`config.mk`:
```
export PLATFORM = sky130hd
export DESIGN_NAME = multi_timer_table
export DESIGN_NICKNAME = d
export VERILOG_FILES = /design/src/rtl/mtt_pkg.sv /design/src/rtl/mtt_ram.sv /design/src/rtl/multi_timer_table.sv
export SDC_FILE = /design/constraint.sdc
export NUM_CORES = 1
export LEC_CHECK = 0
export BUFFER_PORTS_ARGS = -buffer_cell sky130_fd_sc_hd__buf_2
export CELL_PAD_IN_SITES_DETAIL_PLACEMENT = 1
export CELL_PAD_IN_SITES_GLOBAL_PLACEMENT = 1
export CORE_MARGIN = 5
export CORE_UTILIZATION = 45
export DETAILED_ROUTE_END_ITERATION = 6
export GPL_ROUTABILITY_DRIVEN = 0
export PLACE_DENSITY = 0.8
export SYNTH_ARGS = -nofsm -noshare
export SYNTH_HDL_FRONTEND = slang
export SYNTH_SLANG_ARGS = --single-unit
```
`constraint.sdc`:
```
create_clock -name clk -period 4.8 [get_ports clk]
set_input_delay 0.24 -clock clk [delete_from_list [all_inputs] [get_ports clk]]
set_output_delay 0.24 -clock clk [all_outputs]
set_load 0.05 [all_outputs]
```
`src/rtl/mtt_pkg.sv`:
```
package mtt_pkg;

    localparam int unsigned TIME_W   = 32;
    localparam int unsigned DELAY_W  = 16;
    localparam int unsigned ACT_W    = 8;
    localparam int unsigned KIND_W   = 2;
    localparam int unsigned ENTRY_W  = TIME_W + ACT_W;

    localparam logic [TIME_W-1:0] ALL_ONES = {TIME_W{1'b1}};

    localparam logic FUNC_TICK = 1'b0;
    localparam logic FUNC_ADD  = 1'b1;

    localparam logic [KIND_W-1:0] KIND_FIRED    = 2'd0;
    localparam logic [KIND_W-1:0] KIND_ADDED    = 2'd1;
    localparam logic [KIND_W-1:0] KIND_REJECTED = 2'd2;

    typedef enum logic [1:0] {
        ST_IDLE,
        ST_SCAN,
        ST_RD,
        ST_EV
    } state_t;

endpackage

```
`src/rtl/mtt_ram.sv`:
```
module mtt_ram #(
    parameter int unsigned WIDTH = 40,
    parameter int unsigned DEPTH = 16
) (
    input  logic                     clk,
    input  logic                     wr_en,
    input  logic [$clog2(DEPTH)-1:0] wr_addr,
    input  logic [WIDTH-1:0]         wr_data,
    input  logic [$clog2(DEPTH)-1:0] rd_addr,
    output logic [WIDTH-1:0]         rd_data
);

    logic [WIDTH-1:0] mem_reg [DEPTH];
    logic [WIDTH-1:0] rd_data_reg;

    always_ff @(posedge clk)
    begin
        if (wr_en)
        begin
            mem_reg[wr_addr] <= wr_data;
        end
        rd_data_reg <= mem_reg[rd_addr];
    end

    assign rd_data = rd_data_reg;

endmodule

```
`src/rtl/multi_timer_table.sv`:
```
// channel  direction  handshake            payload
// in       input      in_valid/in_stall    func, delay, action_id
// out      output     out_valid/out_stall  kind, fired_action, last, pending_count, next_deadline
//
// add and tick with nothing due are handled in idle without leaving it
// a due tick makes two passes over the n stored timers, and a stalled output can hold it:
// one pass over the table ram finds the minimum and keep count, a second pass
// reads each entry again, fires or compacts it (one ram port read, one write)
// rst_n is asynchronous; the table ram holds no reset and only its entries below the count are used
// a stalled output holds the sequencer on the current entry
module multi_timer_table #(
    parameter int unsigned TIMER_SLOTS = 16
) (
    input  logic                                     clk,
    input  logic                                     rst_n,
    input  logic                                     in_valid,
    output logic                                     in_stall,
    input  logic                                     func,
    input  logic [mtt_pkg::DELAY_W-1:0]              delay,
    input  logic [mtt_pkg::ACT_W-1:0]                action_id,
    output logic                                     out_valid,
    input  logic                                     out_stall,
    output logic [mtt_pkg::KIND_W-1:0]               kind,
    output logic [mtt_pkg::ACT_W-1:0]                fired_action,
    output logic                                     last,
    output logic [$clog2(TIMER_SLOTS+1)-1:0]         pending_count,
    output logic [mtt_pkg::TIME_W-1:0]               next_deadline
);

    localparam int unsigned CNT_W = $clog2(TIMER_SLOTS + 1);
    localparam int unsigned IDX_W = $clog2(TIMER_SLOTS);
    localparam logic [CNT_W-1:0] SLOTS_C = CNT_W'(TIMER_SLOTS);

    mtt_pkg::state_t state_reg, state_next;

    logic [mtt_pkg::TIME_W-1:0] time_reg, time_next;
    logic [mtt_pkg::TIME_W-1:0] earliest_reg, earliest_next;
    logic [CNT_W-1:0]           count_reg, count_next;
    logic [CNT_W-1:0]           idx_reg, idx_next;
    logic [CNT_W-1:0]           wr_ptr_reg, wr_ptr_next;
    logic [CNT_W-1:0]           keep_reg, keep_next;
    logic [CNT_W-1:0]           fired_seen_reg, fired_seen_next;
    logic [mtt_pkg::TIME_W-1:0] min_reg, min_next;
    logic                       data_vld_reg, data_vld_next;

    logic                        out_valid_reg, out_valid_next;
    logic [mtt_pkg::KIND_W-1:0]  kind_reg, kind_next;
    logic [mtt_pkg::ACT_W-1:0]   action_reg, action_next;
    logic                        last_reg, last_next;
    logic [CNT_W-1:0]            pending_reg, pending_next;
    logic [mtt_pkg::TIME_W-1:0]  deadline_reg, deadline_next;

    logic                         ram_wr_en;
    logic [IDX_W-1:0]             ram_wr_addr;
    logic [mtt_pkg::ENTRY_W-1:0]  ram_wr_data;
    logic [mtt_pkg::ENTRY_W-1:0]  ram_rd_data;
    logic [mtt_pkg::TIME_W-1:0]   rd_deadline;
    logic [mtt_pkg::ACT_W-1:0]    rd_action;

    logic                         out_free;
    logic                         in_take;
    logic [mtt_pkg::TIME_W:0]     add_sum;
    logic [mtt_pkg::TIME_W-1:0]   add_deadline;
    logic [mtt_pkg::TIME_W-1:0]   tick_time;
    logic                         tick_due;
    logic                         entry_due;
    logic [CNT_W-1:0]             fire_total;

    mtt_ram #(
        .WIDTH (mtt_pkg::ENTRY_W),
        .DEPTH (TIMER_SLOTS)
    ) u_table (
        .clk     (clk),
        .wr_en   (ram_wr_en),
        .wr_addr (ram_wr_addr),
        .wr_data (ram_wr_data),
        .rd_addr (idx_reg[IDX_W-1:0]),
        .rd_data (ram_rd_data)
    );

    assign rd_deadline = ram_rd_data[mtt_pkg::ENTRY_W-1:mtt_pkg::ACT_W];
    assign rd_action   = ram_rd_data[mtt_pkg::ACT_W-1:0];

    assign out_free = !out_valid_reg || !out_stall;
    assign in_stall = !((state_reg == mtt_pkg::ST_IDLE) && out_free);
    assign in_take  = in_valid && !in_stall;

    assign add_sum      = {1'b0, time_reg} + (mtt_pkg::TIME_W + 1)'(delay);
    assign add_deadline = add_sum[mtt_pkg::TIME_W] ? mtt_pkg::ALL_ONES
                                                   : add_sum[mtt_pkg::TIME_W-1:0];
    assign tick_time    = (time_reg == mtt_pkg::ALL_ONES) ? time_reg
                                                          : time_reg + mtt_pkg::TIME_W'(1);
    assign tick_due     = (count_reg != '0) && (tick_time >= earliest_reg);
    assign entry_due    = rd_deadline <= time_reg;
    assign fire_total   = count_reg - keep_reg;

    // next state
    always_comb
    begin
        state_next = state_reg;
        case (state_reg)
            mtt_pkg::ST_IDLE:
            begin
                if (in_take && (func == mtt_pkg::FUNC_TICK) && tick_due)
                begin
                    state_next = mtt_pkg::ST_SCAN;
                end
            end
            mtt_pkg::ST_SCAN:
            begin
                if (!data_vld_reg && (idx_reg == count_reg))
                begin
                    state_next = mtt_pkg::ST_RD;
                end
            end
            mtt_pkg::ST_RD:
            begin
                if (idx_reg == count_reg)
                begin
                    state_next = mtt_pkg::ST_IDLE;
                end
                else
                begin
                    state_next = mtt_pkg::ST_EV;
                end
            end
            mtt_pkg::ST_EV:
            begin
                if (!entry_due || out_free)
                begin
                    state_next = mtt_pkg::ST_RD;
                end
            end
            default:
            begin
                state_next = mtt_pkg::ST_IDLE;
            end
        endcase
    end

    // datapath and outputs
    always_comb
    begin
        time_next       = time_reg;
        earliest_next   = earliest_reg;
        count_next      = count_reg;
        idx_next        = idx_reg;
        wr_ptr_next     = wr_ptr_reg;
        keep_next       = keep_reg;
        fired_seen_next = fired_seen_reg;
        min_next        = min_reg;
        data_vld_next   = 1'b0;

        out_valid_next  = out_valid_reg && out_stall;
        kind_next       = kind_reg;
        action_next     = action_reg;
        last_next       = last_reg;
        pending_next    = pending_reg;
        deadline_next   = deadline_reg;

        ram_wr_en   = 1'b0;
        ram_wr_addr = wr_ptr_reg[IDX_W-1:0];
        ram_wr_data = ram_rd_data;

        case (state_reg)
            mtt_pkg::ST_IDLE:
            begin
                if (in_take)
                begin
                    if (func == mtt_pkg::FUNC_ADD)
                    begin
                        out_valid_next = 1'b1;
                        action_next    = '0;
                        last_next      = 1'b1;
                        if (count_reg >= SLOTS_C)
                        begin
                            kind_next     = mtt_pkg::KIND_REJECTED;
                            pending_next  = count_reg;
                            deadline_next = earliest_reg;
                        end
                        else
                        begin
                            ram_wr_en   = 1'b1;
                            ram_wr_addr = count_reg[IDX_W-1:0];
                            ram_wr_data = {add_deadline, action_id};
                            count_next  = count_reg + CNT_W'(1);
                            if (add_deadline < earliest_reg)
                            begin
                                earliest_next = add_deadline;
                            end
                            kind_next     = mtt_pkg::KIND_ADDED;
                            pending_next  = count_next;
                            deadline_next = earliest_next;
                        end
                    end
                    else
                    begin
                        time_next = tick_time;
                        idx_next  = '0;
                        keep_next = '0;
                        min_next  = mtt_pkg::ALL_ONES;
                    end
                end
            end
            mtt_pkg::ST_SCAN:
            begin
                if (data_vld_reg && !entry_due)
                begin
                    keep_next = keep_reg + CNT_W'(1);
                    if (rd_deadline < min_reg)
                    begin
                        min_next = rd_deadline;
                    end
                end
                if (idx_reg != count_reg)
                begin
                    idx_next      = idx_reg + CNT_W'(1);
                    data_vld_next = 1'b1;
                end
                else if (!data_vld_reg)
                begin
                    idx_next        = '0;
                    wr_ptr_next     = '0;
                    fired_seen_next = '0;
                end
            end
            mtt_pkg::ST_RD:
            begin
                if (idx_reg == count_reg)
                begin
                    count_next    = keep_reg;
                    earliest_next = min_reg;
                end
            end
            mtt_pkg::ST_EV:
            begin
                if (entry_due)
                begin
                    if (out_free)
                    begin
                        out_valid_next  = 1'b1;
                        kind_next       = mtt_pkg::KIND_FIRED;
                        action_next     = rd_action;
                        last_next       = (fired_seen_reg + CNT_W'(1)) == fire_total;
                        pending_next    = keep_reg;
                        deadline_next   = min_reg;
                        fired_seen_next = fired_seen_reg + CNT_W'(1);
                        idx_next        = idx_reg + CNT_W'(1);
                    end
                end
                else
                begin
                    ram_wr_en   = 1'b1;
                    wr_ptr_next = wr_ptr_reg + CNT_W'(1);
                    idx_next    = idx_reg + CNT_W'(1);
                end
            end
            default:
            begin
            end
        endcase
    end

    always_ff @(posedge clk or negedge rst_n)
    begin
        if (!rst_n)
        begin
            state_reg      <= mtt_pkg::ST_IDLE;
            time_reg       <= '0;
            earliest_reg   <= mtt_pkg::ALL_ONES;
            count_reg      <= '0;
            idx_reg        <= '0;
            wr_ptr_reg     <= '0;
            keep_reg       <= '0;
            fired_seen_reg <= '0;
            data_vld_reg   <= 1'b0;
            out_valid_reg  <= 1'b0;
        end
        else
        begin
            state_reg      <= state_next;
            time_reg       <= time_next;
            earliest_reg   <= earliest_next;
            count_reg      <= count_next;
            idx_reg        <= idx_next;
            wr_ptr_reg     <= wr_ptr_next;
            keep_reg       <= keep_next;
            fired_seen_reg <= fired_seen_next;
            data_vld_reg   <= data_vld_next;
            out_valid_reg  <= out_valid_next;
        end
    end

    always_ff @(posedge clk)
    begin
        min_reg      <= min_next;
        kind_reg     <= kind_next;
        action_reg   <= action_next;
        last_reg     <= last_next;
        pending_reg  <= pending_next;
        deadline_reg <= deadline_next;
    end

    assign out_valid     = out_valid_reg;
    assign kind          = kind_reg;
    assign fired_action  = action_reg;
    assign last          = last_reg;
    assign pending_count = pending_reg;
    assign next_deadline = deadline_reg;

    a_count_bound: assert property (@(posedge clk) disable iff (!rst_n)
        count_reg <= SLOTS_C)
        else $error("entry count above table size");

    a_due_tick_fires: assert property (@(posedge clk) disable iff (!rst_n)
        (state_reg == mtt_pkg::ST_SCAN && state_next == mtt_pkg::ST_RD) |-> keep_reg < count_reg)
        else $error("due tick found nothing to fire");

    a_fired_all: assert property (@(posedge clk) disable iff (!rst_n)
        (state_reg == mtt_pkg::ST_RD && idx_reg == count_reg) |-> fired_seen_reg == fire_total)
        else $error("compaction ended with fired count mismatch");

    a_compact_behind: assert property (@(posedge clk) disable iff (!rst_n)
        (state_reg == mtt_pkg::ST_EV) |-> (wr_ptr_reg <= idx_reg && idx_reg < count_reg))
        else $error("compaction write pointer ahead of read index");

    a_busy_no_take: assert property (@(posedge clk) disable iff (!rst_n)
        (state_reg == mtt_pkg::ST_SCAN) |=> (state_reg != mtt_pkg::ST_IDLE))
        else $error("scan pass skipped the fire pass");

endmodule
```
==> results.md, run 1 <==
* # rows at 108
* Cells on Worst Hold Path at 4
* Setup TNS at -0.0244 ns
* P_leak at 16.5 nW
* ANT nets after route at 0
* Final period util at 100%
* CTS tree: yes
* Clk_lat worst skew at 0.68 ns
* GRT Total Usage at 25.4%
* Primary FF master, synth: edfxtp_1
* Setup WS pre-CTS at -0.0295 ns
* Failing checks: setup timing
* Number of DRC markers in iteration 0 at 2762
* DRC at 0
* Clk_skew at 0.0577 ns
* Max reg flops at 640
* Slew headroom at 9.66%
* Crit path time final at 4.82 ns
* Placed insts at 4085
* Fin util at 52.9%
* Final Hold Viols at 0
* R2R cell count at 19
* H-tree depth at 3
* Final setup margin at -0.0180 ns
* IO Port Bufs at 78
* Die area at 93500 µm²
* Core ar. at 86800 µm²
* CTS Buf Count at 90
* Post-layout instance area at 45900 µm²
* Vias per cell at 6.22
* Most frequent cell after synthesis: edfxtp_1
* Number of flops mapped to enable cells by yosys at 720
* Setup crit start kind: register
* Max IR drop VDD at 0.000485 V
* I/O pins at 79
* Final hold slack at 0.101 ns
* CP Capture Type: register
* Largest net degree at the start of global routing at 139
* Hold Crit Class: input port to register
* Fmax at 208 MHz
* CP Max Fanout at 7
* Synth area leaders: edfxtp_1 55%, ha_1 5.0%, mux2i_1 4.6%
* YS warnings at 0
* Average wire per standard cell at 29.0 µm
* Cell taking the most area after synthesis: edfxtp_1
* Power Dens Cells at 613 nW/µm²
* Setup Crit Path Kind: register to register
* Root buf cell: clkbuf_16
* Grt ovf at 0
* Non-filler cells, final at 4288
* Die height at 306 µm
* Mapped Cells at 2870
* DR pass1 iterations at 6
* Outcome: finished with violations
* Routed WL at 125000 µm
* Post-Syn Area at 39400 µm²
* Post-Syn Area per Cell at 13.7 µm²
* Detailed Place HPWL at 75200 µm
* Final slew viol count at 0
* Yosys reg bits at 852
* CP Data Required Time at 5.16 ns
* Total power at 28.1 mW
* Via count at 26663
* Placed inst area at 42000 µm²
* Register area share after synthesis at 62.9%
* Synth Net Count at 3058
* Initial antenna violation count at 2
* CP Data Arrival Time at 5.18 ns
* Share of layout cells above drive strength 1 at 20.8%
* Post-synth top area share at 54.9%
* Total of max-cap violations at 0
* Clock Path Buffers at 3
* First-pass GRT wire length at 182000 µm
* Worst-path clk slew at 0.06 ns
* Ys async rst share at 10.8%
* Top cells by count, synth: 720 x edfxtp_1, 289 x nand2_1, 181 x mux2i_1
* Starting density of the core at 45.4%
* Die X-Extent at 306 µm
* Netlist cell types at 79
* Vias in the first global route at 28034
* Final setup fails at 2
* Nets at 3242
* Layout area overhead at 16.7%
* Clock Sinks at 852
* Worst Tran Pin Value at 1.35 ns
-- report_power, final --
| group | internal, mW | total [mW] | switching [mW] |
|---|---|---|---|
| clock | 4.50 | 7.61 | 3.11 |
| sequential | 10.0 | 10.9 | 0.890 |
| combinational | 3.39 | 9.62 | 6.24 |
-- cell type report --
type	count	area (µm²)
fill	8562	40800
timing repair buffer	232	1940
tap	1155	1450
multi-input combinational	1755	14000
clock inverter	54	793
antenna	1	2.50
inverter	123	462
clock buffer	116	2470
sequential	852	24800
-- worst max-delay path, cell delays in order (launching register included) --
cell	delay (ns)
dfrtp_1	0.41
ha_4	0.18
fa_2	0.41
a211oi_2	0.23
o2111ai_2	0.22
and3_4	0.25
o21ai_4	0.27
and2_4	0.20
inv_1	0.06
ha_1	0.31
a21o_1	0.19
a21oi_2	0.15
o211ai_1	0.23
nor3b_2	0.30
a211oi_4	0.11
nor3_4	0.26
buf_6	0.18
buf_12	0.16
mux2i_1	0.26
o21ai_1	0.11
-- cell families (layout without fill, tap and decap cells) --
family / count (synthesis) / count (layout) / synth area share (%)
fa+ha+maj: 159 / 159 / 5.09
mux: 317 / 317 / 10.8
simple gates: 644 / 644 / 7.54
compound gates: 546 / 546 / 8.95
xor+xnor: 89 / 89 / 1.98
other cells: 0 / 1 / 0
flops: 852 / 852 / 62.9
buf+inv: 263 / 525 / 2.70
-- metal layers --
layer  routed length [µm]  track usage (%)
met1                49500             34.1
met2                61100             43.2
met3                 9810             4.08
met4                 4150             7.52
met5                   13                0
-- worst paths after layout --
path,endpoint,slack [ns],start
worst max-delay path,next_deadline[12],-0.02,time_reg[0]
worst min-delay path,out_valid,0.10,out_stall
worst max register to register,next_deadline[12],-0.02,time_reg[0]
worst min register to register,min_reg[0],0.54,u_table.rd_data[8]
max in group asynchronous,idx_reg[1],3.47,rst_n
min in group asynchronous,state_reg[0],0.20,rst_n
-- repair_timing --
action	CTS	global route
gates resized for setup	6	81
pin swaps	2	27
hold buffers	1	0
setup endpoints to repair	37	113
hold endpoints to repair	51	0
gates cloned	1	5
setup buffers	4	21
-- layout by cell type (no fill, tap or decap), drive strengths merged, types with 15 or more instances in the layout --
| master | instances |
|---|---|
| o22ai | 18 |
| a221oi | 42 |
| o21ai | 179 |
| a31oi | 21 |
| mux2i | 181 |
| inv | 123 |
| ha | 157 |
| clkinv | 34 |
| dfrtp | 60 |
| dfxtp | 40 |
| nand2b | 37 |
| buf | 227 |
| clkbuf | 120 |
| nor2 | 124 |
| edfxtp | 720 |
| mux4 | 80 |
| nand4 | 34 |
| nand2 | 289 |
| xnor2 | 79 |
| nand3 | 52 |
| mux2 | 56 |
| a21oi | 113 |
| dfstp | 32 |
| a22oi | 47 |
| bufinv | 15 |
| nor3 | 26 |
| and2 | 23 |
| a21o | 31 |
Power figures use the tool's default switching activity.
==> run 2: changes to the inputs <==
Settings changed: BUFFER_PORTS_ARGS -buffer_cell sky130_fd_sc_hd__buf_2 to unset, DONT_BUFFER_PORTS set to 1, PLACE_DENSITY 0.8 to 0.79.
==> results.md, run 2 (synthesis gave the netlist of run 1 again) <==
* Outcome: finished clean
* Vias in the first global route at 28084 (+0.18%)
* First-pass GRT wire length at 180000 µm (-0.57%)
* CP Data Arrival Time at 5.09 ns (-0.09 ns)
* IO Port Bufs at 0 (-100%)
* ANT nets after route at 0 (unchanged)
* Die height at 306 µm (unchanged)
* Worst Tran Pin Value at 1.20 ns (-0.154 ns)
* GRT Total Usage at 25.3% (-0.12 points)
* Initial antenna violation count at 3 (+1)
* Starting density of the core at 45.4% (unchanged)
* Min-delay src: out_stall
* Detailed Place HPWL at 74000 µm (-1.6%)
* Filler Cells Inserted at 8555 (-0.082%)
* DR pass1 iterations at 6 (unchanged)
* Final setup fails at 0 (-2)
* Max IR drop VDD at 0.000410 V (-15%)
* Final period util at 98.5% (-1.9 points)
* CP Cell Sequence: ha_2, fa_2, a211oi_4, o2111ai_4, and3_4, nor3_1, a21oi_1, ha_1, a211oi_1, o21ai_0, o2111a_1, o31ai_2, a211oi_2, nor3_2, buf_6, clkbuf_16, mux2i_1, o21ai_0
* # rows at 108 (unchanged)
* Fmax at 212 MHz (+1.9%)
* Die area at 93500 µm² (unchanged)
* Clock Path Buffers at 3 (unchanged)
* CP Capture Type: register
* Commonest non-fill, non-tap cell in the layout: edfxtp_1
* CTS Buf Count at 88 (-2.2%)
* P_leak at 16.0 nW (-3.1%)
* Power Dens Cells at 599 nW/µm² (-2.3%)
* Nets at 3162 (-2.5%)
* Layout area overhead at 14.3%
* I/O pins at 79 (unchanged)
* Share of layout cells above drive strength 1 at 16.9% (-3.8 points)
* Total of max-cap violations at 0 (unchanged)
* Largest net degree at the start of global routing at 113 (-19%)
* R2R cell count at 18 (-1)
* Vias per cell at 6.20 (-0.30%)
* DRC at 0 (unchanged)
* Core ar. at 86800 µm² (unchanged)
* Crit path largest cell delay at 0.44 ns (+0.03 ns)
* R2R Setup Slk at 0.07 ns (+0.09 ns)
* CTS tree: yes
* Worst-path clk slew at 0.06 ns (about the same)
* Hold EP: fired_seen_reg[0]
* Worst r2r src: time_reg[0]
* Average wire per standard cell at 29.0 µm (-0.27%)
* Fin util at 51.9% (-1.1 points)
* Setup crit start kind: register
* Clk_lat worst skew at 0.67 ns (about the same)
* CP Data Required Time at 5.16 ns (about the same)
* Slowest cell on crit path: fa_2
* Clock Sinks at 852 (unchanged)
* Root buf cell: clkbuf_16
* Via count at 26069 (-2.2%)
* Grt ovf at 0 (unchanged)
* Max reg flops at 640 (unchanged)
* Most frequent cells in the layout: 720 x edfxtp_1, 288 x nand2_1, 179 x mux2i_1, 168 x o21ai_0, 155 x ha_1
* R2r endpoint: next_deadline[4]
* Clk_skew at 0.0357 ns (-0.0220 ns)
* Crit path time final at 4.73 ns (-0.0909 ns)
* Setup TNS at 0 ns (+0.0244 ns)
* Number of DRC markers in iteration 0 at 2696 (-2.4%)
* Setup Crit Path Kind: register to register
* Slew headroom at 20.0% (+10 points)
* H-tree depth at 3 (unchanged)
* Final slew viol count at 0 (unchanged)
* Routed WL at 122000 µm (-2.2%)
* Cells on Worst Hold Path at 4 (unchanged)
* Final Hold Viols at 0 (unchanged)
* CP Max Fanout at 7 (unchanged)
* Hold Crit Class: input port to register
* Die X-Extent at 306 µm (unchanged)
* CP most frequent cell: o21ai_0
[run 2: cell types whose count changed in the layout (fill, tap and decap cells not counted), moves of 5 or more]
cell,previous run,this run
buf_2,77,0
ha_1,150,155
dlygate4sd3_1,1,6
clkbuf_1,15,27
a21oi_2,10,4
o21ai_0,154,168
o21ai_1,21,9
a21oi_1,103,108
buf_4,122,117
clkinv_1,5,11
bufinv_16,15,6
ha_4,6,1
clkinv_4,5,0
[run 2: final cells by class]
cell class / count / area [µm²] / share of cell area (%)
multi-input cells: 1755 / 13900 / 30.8
clock buffers: 126 / 2470 / 5.48
flip-flops and latches: 852 / 24800 / 55.1
well taps: 1155 / 1450 / 3.21
clock inverters: 39 / 435 / 0.968
diodes: 1 / 2.50 / 0.00556
inverters: 123 / 462 / 1.03
repair buffers: 154 / 1550 / 3.44
[run 2: per-layer routing]
layer  track usage (%)  vias to the layer above  part of all wire, %
met5                 0                        -               0.0057
met4              8.34                        2                  3.8
met3              4.04                      283                  6.9
met2              43.0                     1162                   49
met1              33.6                    13490                   40
li1                  -                    11132                    -
[run 2: through the flow]
step | instance area (µm²) | hold WS (ns) | total power, mW | cells | worst slack (ns)
after detailed placement | 41600 | -0.0493 | 19.8 | 4015 | -0.234
after global routing | 45000 | 0.160 | 28.1 | 4204 | -0.0415
after CTS | 44700 | 0.0745 | 26.8 | 4194 | 0.00647
after floorplan | 39400 | -0.0556 | 16.8 | 2870 | 0.301
after global placement | 41600 | -0.0503 | 19.1 | 4015 | -0.0263
final | 45000 | 0.137 | 26.9 | 4205 | 0.0729
[run 2: power breakdown]
part           leakage, nW  switching, mW  internal (mW)  total [mW]
Sequential            7.85           1.69           10.0        11.7
Combinational         6.69           5.20           3.11        8.31
Clock                 1.42           2.97           3.93        6.90
Total                 16.0           9.86           17.1        26.9
[run 2: worst max-delay path by stage]
stage | from | endpoint | slack, ns | cells after the start
floorplan | time_reg[0] | earliest_reg[19] | 0.30 | 20
global placement | time_reg[6] | next_deadline[4] | -0.03 | 18
detailed placement | time_reg[6] | next_deadline[4] | -0.23 | 18
CTS | time_reg[6] | earliest_reg[14] | 0.006 | 17
global route | time_reg[6] | next_deadline[10] | -0.04 | 17
finish | time_reg[0] | next_deadline[4] | 0.07 | 18
[run 2: critical path: cells and delay by family, from the launching register on]
family,cells,cell delay (ns)
AOI/OAI and AO/OA,9,1.84
adders and majority gates,3,0.86
and+or+nand+nor,3,0.72
buffers and inverters,2,0.41
DFF,1,0.38
muxes,1,0.20
[run 2: timing repair]
item,CTS,global route
cloned,2,4
hold buffers,7,0
setup buffers,5,6
endpoints found under the setup margin,57,66
pin swaps,2,12
hold endpoints to repair,94,0
resized for setup,4,35
